File: src/rtl/core/slbt_pkg.sv
// shared constants, types and the arctangent table of the bearing tracker
package slbt_pkg;

  localparam int CORDIC_STAGES = 16;
  localparam int COORD_WIDTH   = 16;
  localparam int MAX_STAGES    = 24;

  localparam int FIELD_W = 16;
  localparam int DIFF_W  = 17;
  localparam int STEP_W  = 10;
  localparam int ROT_W   = 17;
  localparam int ZW      = 25;
  localparam int TAB_W   = 21;
  localparam int CFG_IDX_W = 2;

  localparam logic [CFG_IDX_W-1:0] REG_CENTER_X  = 2'd0;
  localparam logic [CFG_IDX_W-1:0] REG_CENTER_Y  = 2'd1;
  localparam logic [CFG_IDX_W-1:0] REG_STEP_SIZE = 2'd2;

  localparam logic signed [FIELD_W-1:0] CENTER_X_RST  = 16'sd400;
  localparam logic signed [FIELD_W-1:0] CENTER_Y_RST  = 16'sd300;
  localparam logic        [STEP_W-1:0]  STEP_SIZE_RST = 10'd15;

  localparam int HALF_TURN = 18000;
  localparam int FULL_TURN = 36000;
  localparam logic signed [ZW-1:0] Z_HALF_TURN = 25'sd4608000;

  typedef struct packed {
    logic valid;
    logic zero;
  } ctl_t;

  function automatic logic [TAB_W-1:0] atan_tab(input int idx);
    logic [TAB_W-1:0] v;
    unique case (idx)
      0:  v = 21'd1152000;
      1:  v = 21'd680065;
      2:  v = 21'd359328;
      3:  v = 21'd182400;
      4:  v = 21'd91554;
      5:  v = 21'd45822;
      6:  v = 21'd22916;
      7:  v = 21'd11459;
      8:  v = 21'd5730;
      9:  v = 21'd2865;
      10: v = 21'd1432;
      11: v = 21'd716;
      12: v = 21'd358;
      13: v = 21'd179;
      14: v = 21'd90;
      15: v = 21'd45;
      16: v = 21'd22;
      17: v = 21'd11;
      18: v = 21'd6;
      19: v = 21'd3;
      20: v = 21'd1;
      21: v = 21'd1;
      default: v = '0;
    endcase
    return v;
  endfunction

endpackage

File: src/rtl/core/slbt_limiter.sv
// bearing rounding stage and slew limiter with the tracked angle
module slbt_limiter (
  input  logic                                clk_i,
  input  logic                                rst_ni,
  input  logic                                adv_i,
  input  slbt_pkg::ctl_t                      ctl_i,
  input  logic signed [slbt_pkg::ZW-1:0]      z_i,
  input  logic        [slbt_pkg::STEP_W-1:0]  step_size_i,
  output logic                                out_valid_o,
  output logic signed [slbt_pkg::ROT_W-1:0]   rotation_o,
  output logic                                rotation_set_o
);

  localparam int HW = slbt_pkg::ZW - 8;
  localparam int LW = 19;
  localparam logic signed [HW-1:0] H_FULL = HW'(slbt_pkg::FULL_TURN);
  localparam logic signed [LW-1:0] L_FULL = LW'(slbt_pkg::FULL_TURN);
  localparam logic signed [LW-1:0] L_HALF = LW'(slbt_pkg::HALF_TURN);

  // rounding stage
  logic                           fin_valid_q;
  logic signed [slbt_pkg::ROT_W-1:0] bearing_q, bearing_d;
  logic signed [slbt_pkg::ZW-1:0] z_rnd;
  logic signed [HW-1:0]           h_raw, h_wrap;

  assign z_rnd = z_i + slbt_pkg::ZW'(128);
  assign h_raw = HW'(z_rnd >>> 8);

  always_comb begin
    if (h_raw < 0) begin
      h_wrap = h_raw + H_FULL;
    end else if (h_raw >= H_FULL) begin
      h_wrap = h_raw - H_FULL;
    end else begin
      h_wrap = h_raw;
    end
    bearing_d = ctl_i.zero ? '0 : slbt_pkg::ROT_W'(h_wrap);
  end

  // limiter stage
  logic                              has_q;
  logic signed [slbt_pkg::ROT_W-1:0] tracked_q, tracked_d;
  logic                              out_valid_q;
  logic signed [slbt_pkg::ROT_W-1:0] rot_q, rot_d;
  logic                              set_q, set_d;
  logic signed [LW-1:0]              a_w, t_w, t_fix, s_w, d_w, t_new;
  logic                              dn, up, snap;

  always_comb begin
    a_w   = LW'(bearing_q);
    t_w   = LW'(tracked_q);
    s_w   = signed'(LW'(step_size_i));
    d_w   = a_w - t_w;
    if (t_w < 0) begin
      t_fix = L_FULL;
    end else if (t_w > L_FULL) begin
      t_fix = '0;
    end else begin
      t_fix = t_w;
    end
    dn    = (d_w <= -s_w || d_w > L_HALF) && d_w > -L_HALF;
    up    = (d_w >= s_w || d_w < -L_HALF) && d_w < L_HALF;
    snap  = (d_w > 0 && d_w <= s_w) || (d_w < 0 && d_w >= -s_w);
    if (dn) begin
      t_new = t_fix - s_w;
    end else if (up) begin
      t_new = t_fix + s_w;
    end else begin
      t_new = a_w;
    end
    if (!has_q) begin
      tracked_d = bearing_q;
      set_d     = 1'b0;
      rot_d     = '0;
    end else begin
      tracked_d = slbt_pkg::ROT_W'(t_new);
      set_d     = dn | up | snap;
      rot_d     = set_d ? slbt_pkg::ROT_W'(t_new) : '0;
    end
  end

  always_ff @(posedge clk_i or negedge rst_ni) begin
    if (!rst_ni) begin
      fin_valid_q <= 1'b0;
      out_valid_q <= 1'b0;
      has_q       <= 1'b0;
      tracked_q   <= '0;
    end else if (adv_i) begin
      fin_valid_q <= ctl_i.valid;
      out_valid_q <= fin_valid_q;
      if (fin_valid_q) begin
        has_q     <= 1'b1;
        tracked_q <= tracked_d;
      end
    end
  end

  always_ff @(posedge clk_i) begin
    if (adv_i) begin
      bearing_q <= bearing_d;
      if (fin_valid_q) begin
        rot_q <= rot_d;
        set_q <= set_d;
      end
    end
  end

  assign out_valid_o    = out_valid_q;
  assign rotation_o     = rot_q;
  assign rotation_set_o = set_q;

endmodule

File: config.mk
export PLATFORM = sky130hd
export DESIGN_NAME = slbt_limiter
export DESIGN_NICKNAME = d
export VERILOG_FILES = /design/src/rtl/core/slbt_pkg.sv /design/src/rtl/core/slbt_limiter.sv
export SDC_FILE = /design/constraint.sdc
export NUM_CORES = 1
export LEC_CHECK = 0
export BUFFER_PORTS_ARGS = -buffer_cell sky130_fd_sc_hd__buf_2
export CORE_MARGIN = 2
export CORE_UTILIZATION = 35
export CTS_BUF_LIST = sky130_fd_sc_hd__clkbuf_8 sky130_fd_sc_hd__clkbuf_16
export CTS_CLUSTER_SIZE = 24
export DETAILED_ROUTE_END_ITERATION = 8
export SYNTH_ARGS = -nofsm -noshare
export SYNTH_HDL_FRONTEND = slang
export SYNTH_SLANG_ARGS = --single-unit
File: constraint.sdc
create_clock -name clk_i -period 5.1 [get_ports clk_i]
set_input_delay 0.255 -clock clk_i [delete_from_list [all_inputs] [get_ports clk_i]]
set_output_delay 0.255 -clock clk_i [all_outputs]
set_load 0.005 [all_outputs]
==> run metrics, run 1 <==
cell types occupying the most area after synthesis sky130_fd_sc_hd__edfxtp_1, sky130_fd_sc_hd__ha_1, sky130_fd_sc_hd__dfrtp_1; HPWL reported at the end of detailed placement 16390 µm; number of nets produced by synthesis 973; clk slew on worst S/H paths 0.07 ns; Max Clock Skew 0.004444 ns; worst path arrival time 5.05 ns; WL final 20160 µm; number of sinks driven by the clock tree 55; drc violations 0; Post-Synthesis Cell Area 6857 µm²; R2R Path Start bearing_q[1]; Worst Hold Slack 0.1831 ns; worst-skew pair later-pin latency 0.30 ns; DR pass1 iterations 8; setup violation total in the final timing report 0; cell taking the most area after synthesis sky130_fd_sc_hd__edfxtp_1; number of H-tree branching levels 2; endpoint type of the worst setup path flop; Worst-Margin Slew 0.9297 ns; met3 wirelength from detailed routing 832 µm; min cycle time layout 4.873 ns; Chip Width 144.0 µm; category of the critical setup timing path reg -> reg; most instantiated flip-flop cell in the synthesis netlist sky130_fd_sc_hd__edfxtp_1; number of standard cells after synthesis 867; Yosys warnings 0; Max Used Layer met4; largest net degree at the start of global routing 32; layout overhead on the synthesized area 20.27%; post-synthesis register bit count 55; die height 144.0 µm; most common cell after layout, fill and taps aside sky130_fd_sc_hd__nor2_1; core utilization of the finished layout 42.65%; via count of the routed design 6728; port bufs 51; wire length of the first global-routing pass 31670 µm; fraction of synthesis flops using an asynchronous set or reset pin 36.36%; post-route fraction of the period consumed by the critical path 95.55%; CTS tree done; Post-DRT Antenna Nets 0; GRT Overall Usage 19.29%; via count of the first global-routing pass 6238; Avg Synthesized Cell Area 7.908 µm²; net count reported at finish 1078; critical path launch point bearing_q[1]; Max-Slew Margin vs Limit 38.02%; Routed met2 length 9503 µm; Initial Util 35.46%; crit-path max FO 13; Initial DRC Count 468; unrepaired setup endpoints after global routing yes; total congestion overflow 0; number of filler instances in the final layout 1954; Min-Delay Startpoint ctl_i[1]; overall die area 20730 µm²; routed length per instance 16.28 µm; Slew Limit Fails 0; commonest cells after routing, fill and taps aside sky130_fd_sc_hd__nor2_1, sky130_fd_sc_hd__nand2_1, sky130_fd_sc_hd__buf_4, sky130_fd_sc_hd__ha_1, sky130_fd_sc_hd__inv_1; global placement routability congestion 0.9036; top-level port count 59; maximum resistive drop on vdd 0.0002647 V; ANT cells 0; leakage power figure 0.003486 µW; Placeable Area 19330 µm²; CTS Buffer Depth 2; number of rows in the core area 51; hold violation total from the final report 0; buffer cell driving the clock tree root sky130_fd_sc_hd__clkbuf_16; achievable frequency 0.2052 GHz; area share of the largest cell type after synthesis 15.33%; vias per cell 5.435; startpoint class of the critical path flop; proportion of synthesized chip area in sequential cells 22.63%; result of the run finished clean; number of antenna violations at the first check in global routing 0; type of the most critical hold path in -> reg; met1 WL 9213 µm; CTS Buf Count 5; number of synthesized flops with an enable pin 35; share of post-route cells with drive strength above 1 19.42%; # Max-Cap Violations 0; count of cell types in the netlist 84; power density relative to cell area 746.1 nW/µm²; endpoint required time on the critical path 5.28 ns
-- report_power, final --
group	internal (µW)	switching (µW)	leakage, µW	total, µW
Combinational	2180	2780	0.00284	4950
Sequential	710	89.7	0.000566	800
Clock	232	166	0.0000818	398
-- layout make-up --
cell class / count / area [µm²] / share of cell area [%]
multi-input cells: 721 / 5056 / 61.31
flip-flops and latches: 55 / 1551 / 18.81
repair buffers: 128 / 910.9 / 11.05
well taps: 265 / 331.6 / 4.021
inverters: 61 / 229.0 / 2.777
clock buffers: 5 / 125.1 / 1.517
clock inverters: 3 / 42.54 / 0.5159
-- worst paths after layout --
check | to | slack [ns] | cells after the start
setup / recovery | tracked_q[4] | 0.23 | 18
hold / removal | fin_valid_q | 0.18 | 2
setup reg to reg | tracked_q[4] | 0.23 | 18
hold reg to reg | fin_valid_q | 0.51 | 1
max in group asynchronous | tracked_q[10] | 4.25 | 2
min in group asynchronous | tracked_q[2] | 0.47 | 2
-- stage by stage --
stage | setup TNS, ns | instance area (µm²) | total power, µW | worst slack, ns | instances
after floorplan | 0 | 6857 | 3887 | 0.3252 | 867
after global placement | 0 | 7855 | 5318 | 0.08582 | 1225
after detailed placement | -0.2145 | 7855 | 5362 | -0.07064 | 1225
after CTS | 0 | 8044 | 5804 | 0.02513 | 1234
after global routing | -0.1600 | 8247 | 6696 | -0.03332 | 1238
final | 0 | 8247 | 6153 | 0.2268 | 1238
-- critical path, stage by stage, from the launching register on --
cell	delay (ns)
sky130_fd_sc_hd__edfxtp_1	0.51
sky130_fd_sc_hd__ha_1	0.33
sky130_fd_sc_hd__nor2b_2	0.18
sky130_fd_sc_hd__o2111ai_4	0.26
sky130_fd_sc_hd__a21oi_2	0.10
sky130_fd_sc_hd__or3_1	0.33
sky130_fd_sc_hd__and2_1	0.20
sky130_fd_sc_hd__ha_1	0.23
sky130_fd_sc_hd__a211oi_2	0.19
sky130_fd_sc_hd__or3b_2	0.50
sky130_fd_sc_hd__a21oi_2	0.14
sky130_fd_sc_hd__maj3_1	0.19
sky130_fd_sc_hd__o21bai_2	0.08
sky130_fd_sc_hd__a221oi_2	0.35
sky130_fd_sc_hd__o211ai_4	0.21
sky130_fd_sc_hd__and2_1	0.28
sky130_fd_sc_hd__buf_12	0.17
sky130_fd_sc_hd__a2111oi_1	0.39
sky130_fd_sc_hd__a211oi_1	0.10
-- what timing repair did --
action                                  4_1_cts  5_1_grt
endpoints found under the hold margin        20        0
pin swaps                                     0        7
hold buffers                                  1        0
resized for setup                             2       32
cloned                                        0        1
buffers inserted                              0        3
endpoints found under the setup margin        9       32
-- cells by family (layout without fill, tap and decap cells) --
family          after synthesis  in the layout  synth area share [%]
simple gates                329            329                 22.97
compound gates              241            241                 24.76
buf+inv                      91            197                 5.584
fa+ha+maj                    67             67                 12.52
flops                        55             55                 22.63
xor+xnor                     52             52                 6.642
mux                          32             32                 4.890
-- flip-flops by register name (all words and copies together), names as in the netlist --
signal,count
bearing_q,17
rotation_o,17
tracked_q,17
fin_valid_q,1
has_q,1
out_valid_o,1
rotation_set_o,1
-- layer usage --
| layer | vias up | track usage (%) |
|---|---|---|
| li1 | 3391 | - |
| met1 | 3155 | 24.87 |
| met2 | 146 | 33.06 |
| met3 | 36 | 2.766 |
| met4 | 0 | 6.450 |
| met5 | - | 0 |
-- Yosys cell counts (4+ instances only) --
| master | instances |
|---|---|
| sky130_fd_sc_hd__and2_1 | 9 |
| sky130_fd_sc_hd__xnor2_1 | 38 |
| sky130_fd_sc_hd__buf_2 | 9 |
| sky130_fd_sc_hd__nand3b_1 | 4 |
| sky130_fd_sc_hd__a2111oi_0 | 6 |
| sky130_fd_sc_hd__nor2b_1 | 15 |
| sky130_fd_sc_hd__or3_1 | 10 |
| sky130_fd_sc_hd__ha_1 | 63 |
| sky130_fd_sc_hd__inv_1 | 59 |
| sky130_fd_sc_hd__nand3_1 | 33 |
| sky130_fd_sc_hd__nand2b_1 | 6 |
| sky130_fd_sc_hd__nor2_1 | 105 |
| sky130_fd_sc_hd__xor2_1 | 14 |
| sky130_fd_sc_hd__o21ai_1 | 4 |
| sky130_fd_sc_hd__clkbuf_1 | 17 |
| sky130_fd_sc_hd__and3_1 | 6 |
| sky130_fd_sc_hd__o2111ai_1 | 4 |
| sky130_fd_sc_hd__nand2_1 | 71 |
| sky130_fd_sc_hd__nor4_1 | 4 |
| sky130_fd_sc_hd__nand4_1 | 12 |
| sky130_fd_sc_hd__buf_6 | 4 |
| sky130_fd_sc_hd__mux2i_1 | 20 |
| sky130_fd_sc_hd__or2_2 | 4 |
| sky130_fd_sc_hd__edfxtp_1 | 35 |
| sky130_fd_sc_hd__a31oi_1 | 9 |
| sky130_fd_sc_hd__a211oi_1 | 22 |
| sky130_fd_sc_hd__a22oi_1 | 4 |
| sky130_fd_sc_hd__o21a_1 | 13 |
| sky130_fd_sc_hd__o211ai_1 | 7 |
| sky130_fd_sc_hd__o21ai_0 | 40 |
| sky130_fd_sc_hd__nor3_1 | 35 |
| sky130_fd_sc_hd__dfrtp_1 | 20 |
| sky130_fd_sc_hd__mux2_2 | 12 |
| sky130_fd_sc_hd__o21bai_1 | 9 |
| sky130_fd_sc_hd__a311oi_1 | 4 |
| sky130_fd_sc_hd__a21o_1 | 10 |
| sky130_fd_sc_hd__a21oi_1 | 58 |
No activity file was read; power rests on OpenSTA's default activity.
==> run 2, diff against run 1 <==
- clock period: 5.1 -> 4 ns (I/O delays scaled with it)
==> run 2 against run 1 <==
The flow now finishes with violations (setup timing). Largest cell class unchanged. Global-route usage rose by 4.0 points. Cell area rose by 30%. Count of clock-buffer cells in the layout did not move. Utilization rose by 13 points. Total power rose by 83%.
==> run metrics, run 2 (same netlist as run 1, synthesis figures left out) <==
commonest cells after routing, fill and taps aside sky130_fd_sc_hd__buf_4, sky130_fd_sc_hd__nor2_1, sky130_fd_sc_hd__nand2_1, sky130_fd_sc_hd__ha_1, sky130_fd_sc_hd__buf_2; port bufs 51 (unchanged); DR pass1 iterations 6 (-2); # Max-Cap Violations 0 (unchanged); buffer cell driving the clock tree root sky130_fd_sc_hd__clkbuf_16; CTS tree done; Min-Delay Startpoint ctl_i[1]; layout overhead on the synthesized area 56.30%; R2R Path Start tracked_q[1]; global placement routability congestion 0.9655 (+6.9%); category of the critical setup timing path reg -> reg; Initial Util 35.46% (unchanged); Chip Width 144.0 µm (unchanged); unrepaired setup endpoints after global routing yes; register-to-register path setup slack -0.49 ns (-0.72 ns); drc violations 0 (unchanged); hold violation total from the final report 0 (unchanged); net count reported at finish 1291 (+20%); violated checks setup timing; number of rows in the core area 51 (unchanged); via count of the routed design 7786 (+16%); Clk network pwr share 4.0% (-2.5 points); Placeable Area 19330 µm² (unchanged); Post-DRT Antenna Nets 0 (unchanged); ANT cells 0 (unchanged); cell depth of the worst min-delay path 2 (unchanged); vias per cell 5.366 (-1.3%); design internal power 6166 µW (+98%); min cycle time layout 4.492 ns (-0.3807 ns); final-layout setup total negative slack -14.39 ns (-14.39 ns); startpoint class of the critical path flop; HPWL reported at the end of detailed placement 18270 µm (+11%); cells on worst reg2reg path 22 (+4); Crit Reg-Reg Endpoint rotation_o[3]; top-level port count 59 (unchanged); combinational share of power 87.1% (+6.6 points); wire length of the first global-routing pass 38070 µm (+20%); crit-path max FO 6 (-7); CTS Buf Count 5 (unchanged); endpoint required time on the critical path 4.06 ns (-1.22 ns); result of the run finished with violations; Slew Limit Fails 0 (unchanged); Initial DRC Count 557 (+19%); routed length per instance 16.49 µm (+1.3%); die height 144.0 µm (unchanged); maximum resistive drop on vdd 0.0004095 V (+55%); core utilization of the finished layout 55.43% (+13 points); WHS Endpoint fin_valid_q; CTS Buffer Depth 2 (unchanged); overall die area 20730 µm² (unchanged); endpoint type of the worst setup path flop; Worst-Margin Slew 0.8816 ns (-0.04812 ns); Final Worst Setup Slack -0.4925 ns (-0.7193 ns); post-route fraction of the period consumed by the critical path 112.3% (+17 points); number of H-tree branching levels 2 (unchanged); power density relative to cell area 1053 nW/µm² (+41%); Max Clock Skew 0.008811 ns (+0.004367 ns); largest net degree at the start of global routing 32 (unchanged); GRT Overall Usage 23.28% (+4.0 points); sequential group share of total power 8.9% (-4.1 points); WL final 23930 µm (+19%); most common cell after layout, fill and taps aside sky130_fd_sc_hd__buf_4; Sw Pwr 5116 µW (+69%); number of sinks driven by the clock tree 55 (unchanged); share of post-route cells with drive strength above 1 41.91% (+22 points); Max-Slew Margin vs Limit 40.80% (+2.8 points); clk slew on worst S/H paths 0.08 ns (about the same); achievable frequency 0.2226 GHz (+8.5%); via count of the first global-routing pass 7511 (+20%); leakage power figure 0.004657 µW (+34%); worst path arrival time 4.56 ns (-0.49 ns); worst-skew pair later-pin latency 0.30 ns (about the same); setup violation total in the final timing report 35 (+35); number of antenna violations at the first check in global routing 0 (unchanged); type of the most critical hold path in -> reg; Worst Setup Slack post-DPL -0.8737 ns (-0.8031 ns); total congestion overflow 0 (unchanged); net switching share of the total power 45.35% (-4.0 points)
-- run 2: cell types whose count changed in the layout (fill, tap and decap cells not counted), moves of 11 or more --
cell / before / now
sky130_fd_sc_hd__buf_4: 69 / 259
sky130_fd_sc_hd__buf_6: 2 / 21
sky130_fd_sc_hd__ha_1: 63 / 52
sky130_fd_sc_hd__mux2i_1: 20 / 9
sky130_fd_sc_hd__mux2i_4: 0 / 11
sky130_fd_sc_hd__o21ai_0: 39 / 23
sky130_fd_sc_hd__o21ai_1: 5 / 16
-- run 2: routing by layer --
| metal | part of all wire [%] | global-route usage, % |
|---|---|---|
| met1 | 46 | 30.99 |
| met2 | 47 | 40.38 |
| met3 | 4.6 | 2.099 |
| met4 | 2.5 | 6.295 |
| met5 | 0 | 0 |
-- run 2: final cells by class --
type | count | area [µm²]
Fill cell | 1721 | 8618
Multi-Input combinational cell | 721 | 5856
Timing Repair Buffer | 341 | 2601
Sequential cell | 55 | 1551
Tap cell | 265 | 331.6
Inverter | 61 | 231.5
Clock buffer | 5 | 125.1
Clock inverter | 3 | 20.02
-- run 2: per-stage QoR --
| step | hold slack, ns | total power [µW] | std cells | area, µm² |
|---|---|---|---|---|
| after global routing | 0.1409 | 12040 | 1451 | 10720 |
| final | 0.1324 | 11280 | 1451 | 10720 |
| after detailed placement | 0.2016 | 8638 | 1408 | 9454 |
| after CTS | 0.1311 | 10580 | 1441 | 10380 |
| after global placement | 0.1971 | 8546 | 1408 | 9454 |
| after floorplan | -0.09559 | 5304 | 867 | 7087 |
-- run 2: power by group through the flow --
stage | Sequential [µW] | Clock [µW] | Combinational [µW]
5_1_grt | 1020 | 473 | 10500
3_5_place_dp | 1000 | 0 | 7640
4_1_cts | 999 | 452 | 9130
6_report | 1010 | 450 | 9830
2_1_floorplan | 1020 | 0 | 4290
3_3_place_gp | 1000 | 0 | 7550
-- run 2: how the worst max path moves through the flow --
stage	from	to	cells past startpoint
final	tracked_q[1]	rotation_o[3]	22
after global routing	tracked_q[1]	rotation_o[3]	22
after CTS	tracked_q[1]	rotation_o[3]	22
after detailed placement	tracked_q[1]	tracked_q[1]	21
after global placement	tracked_q[1]	tracked_q[1]	21
after floorplan	tracked_q[1]	rotation_o[6]	20
-- run 2: repair_timing --
| action | CTS | global route |
|---|---|---|
| resized for setup | 115 | 52 |
| buffers inserted | 24 | 10 |
| endpoints found under the setup margin | 35 | 35 |
| cloned | 1 | 0 |
| hold buffers | 1 | 0 |
| pin swaps | 42 | 24 |
| hold endpoints to repair | 20 | 0 |
-- run 2: worst max-delay path, stage by stage (launching register included) --
cell,delay [ns]
sky130_fd_sc_hd__dfrtp_1,0.39
sky130_fd_sc_hd__buf_6,0.13
sky130_fd_sc_hd__inv_4,0.05
sky130_fd_sc_hd__ha_4,0.19
sky130_fd_sc_hd__nor2b_4,0.13
sky130_fd_sc_hd__o2111ai_4,0.25
sky130_fd_sc_hd__a21oi_2,0.10
sky130_fd_sc_hd__or3_4,0.34
sky130_fd_sc_hd__and2_4,0.18
sky130_fd_sc_hd__ha_4,0.16
sky130_fd_sc_hd__a211oi_4,0.17
sky130_fd_sc_hd__or3b_4,0.41
sky130_fd_sc_hd__a21oi_4,0.13
sky130_fd_sc_hd__maj3_2,0.23
sky130_fd_sc_hd__o21bai_4,0.08
sky130_fd_sc_hd__a221oi_4,0.30
sky130_fd_sc_hd__o211ai_4,0.13
sky130_fd_sc_hd__buf_6,0.18
sky130_fd_sc_hd__and2_4,0.17
sky130_fd_sc_hd__buf_6,0.14
sky130_fd_sc_hd__buf_6,0.12
sky130_fd_sc_hd__a211oi_2,0.22
sky130_fd_sc_hd__nor2_1,0.06
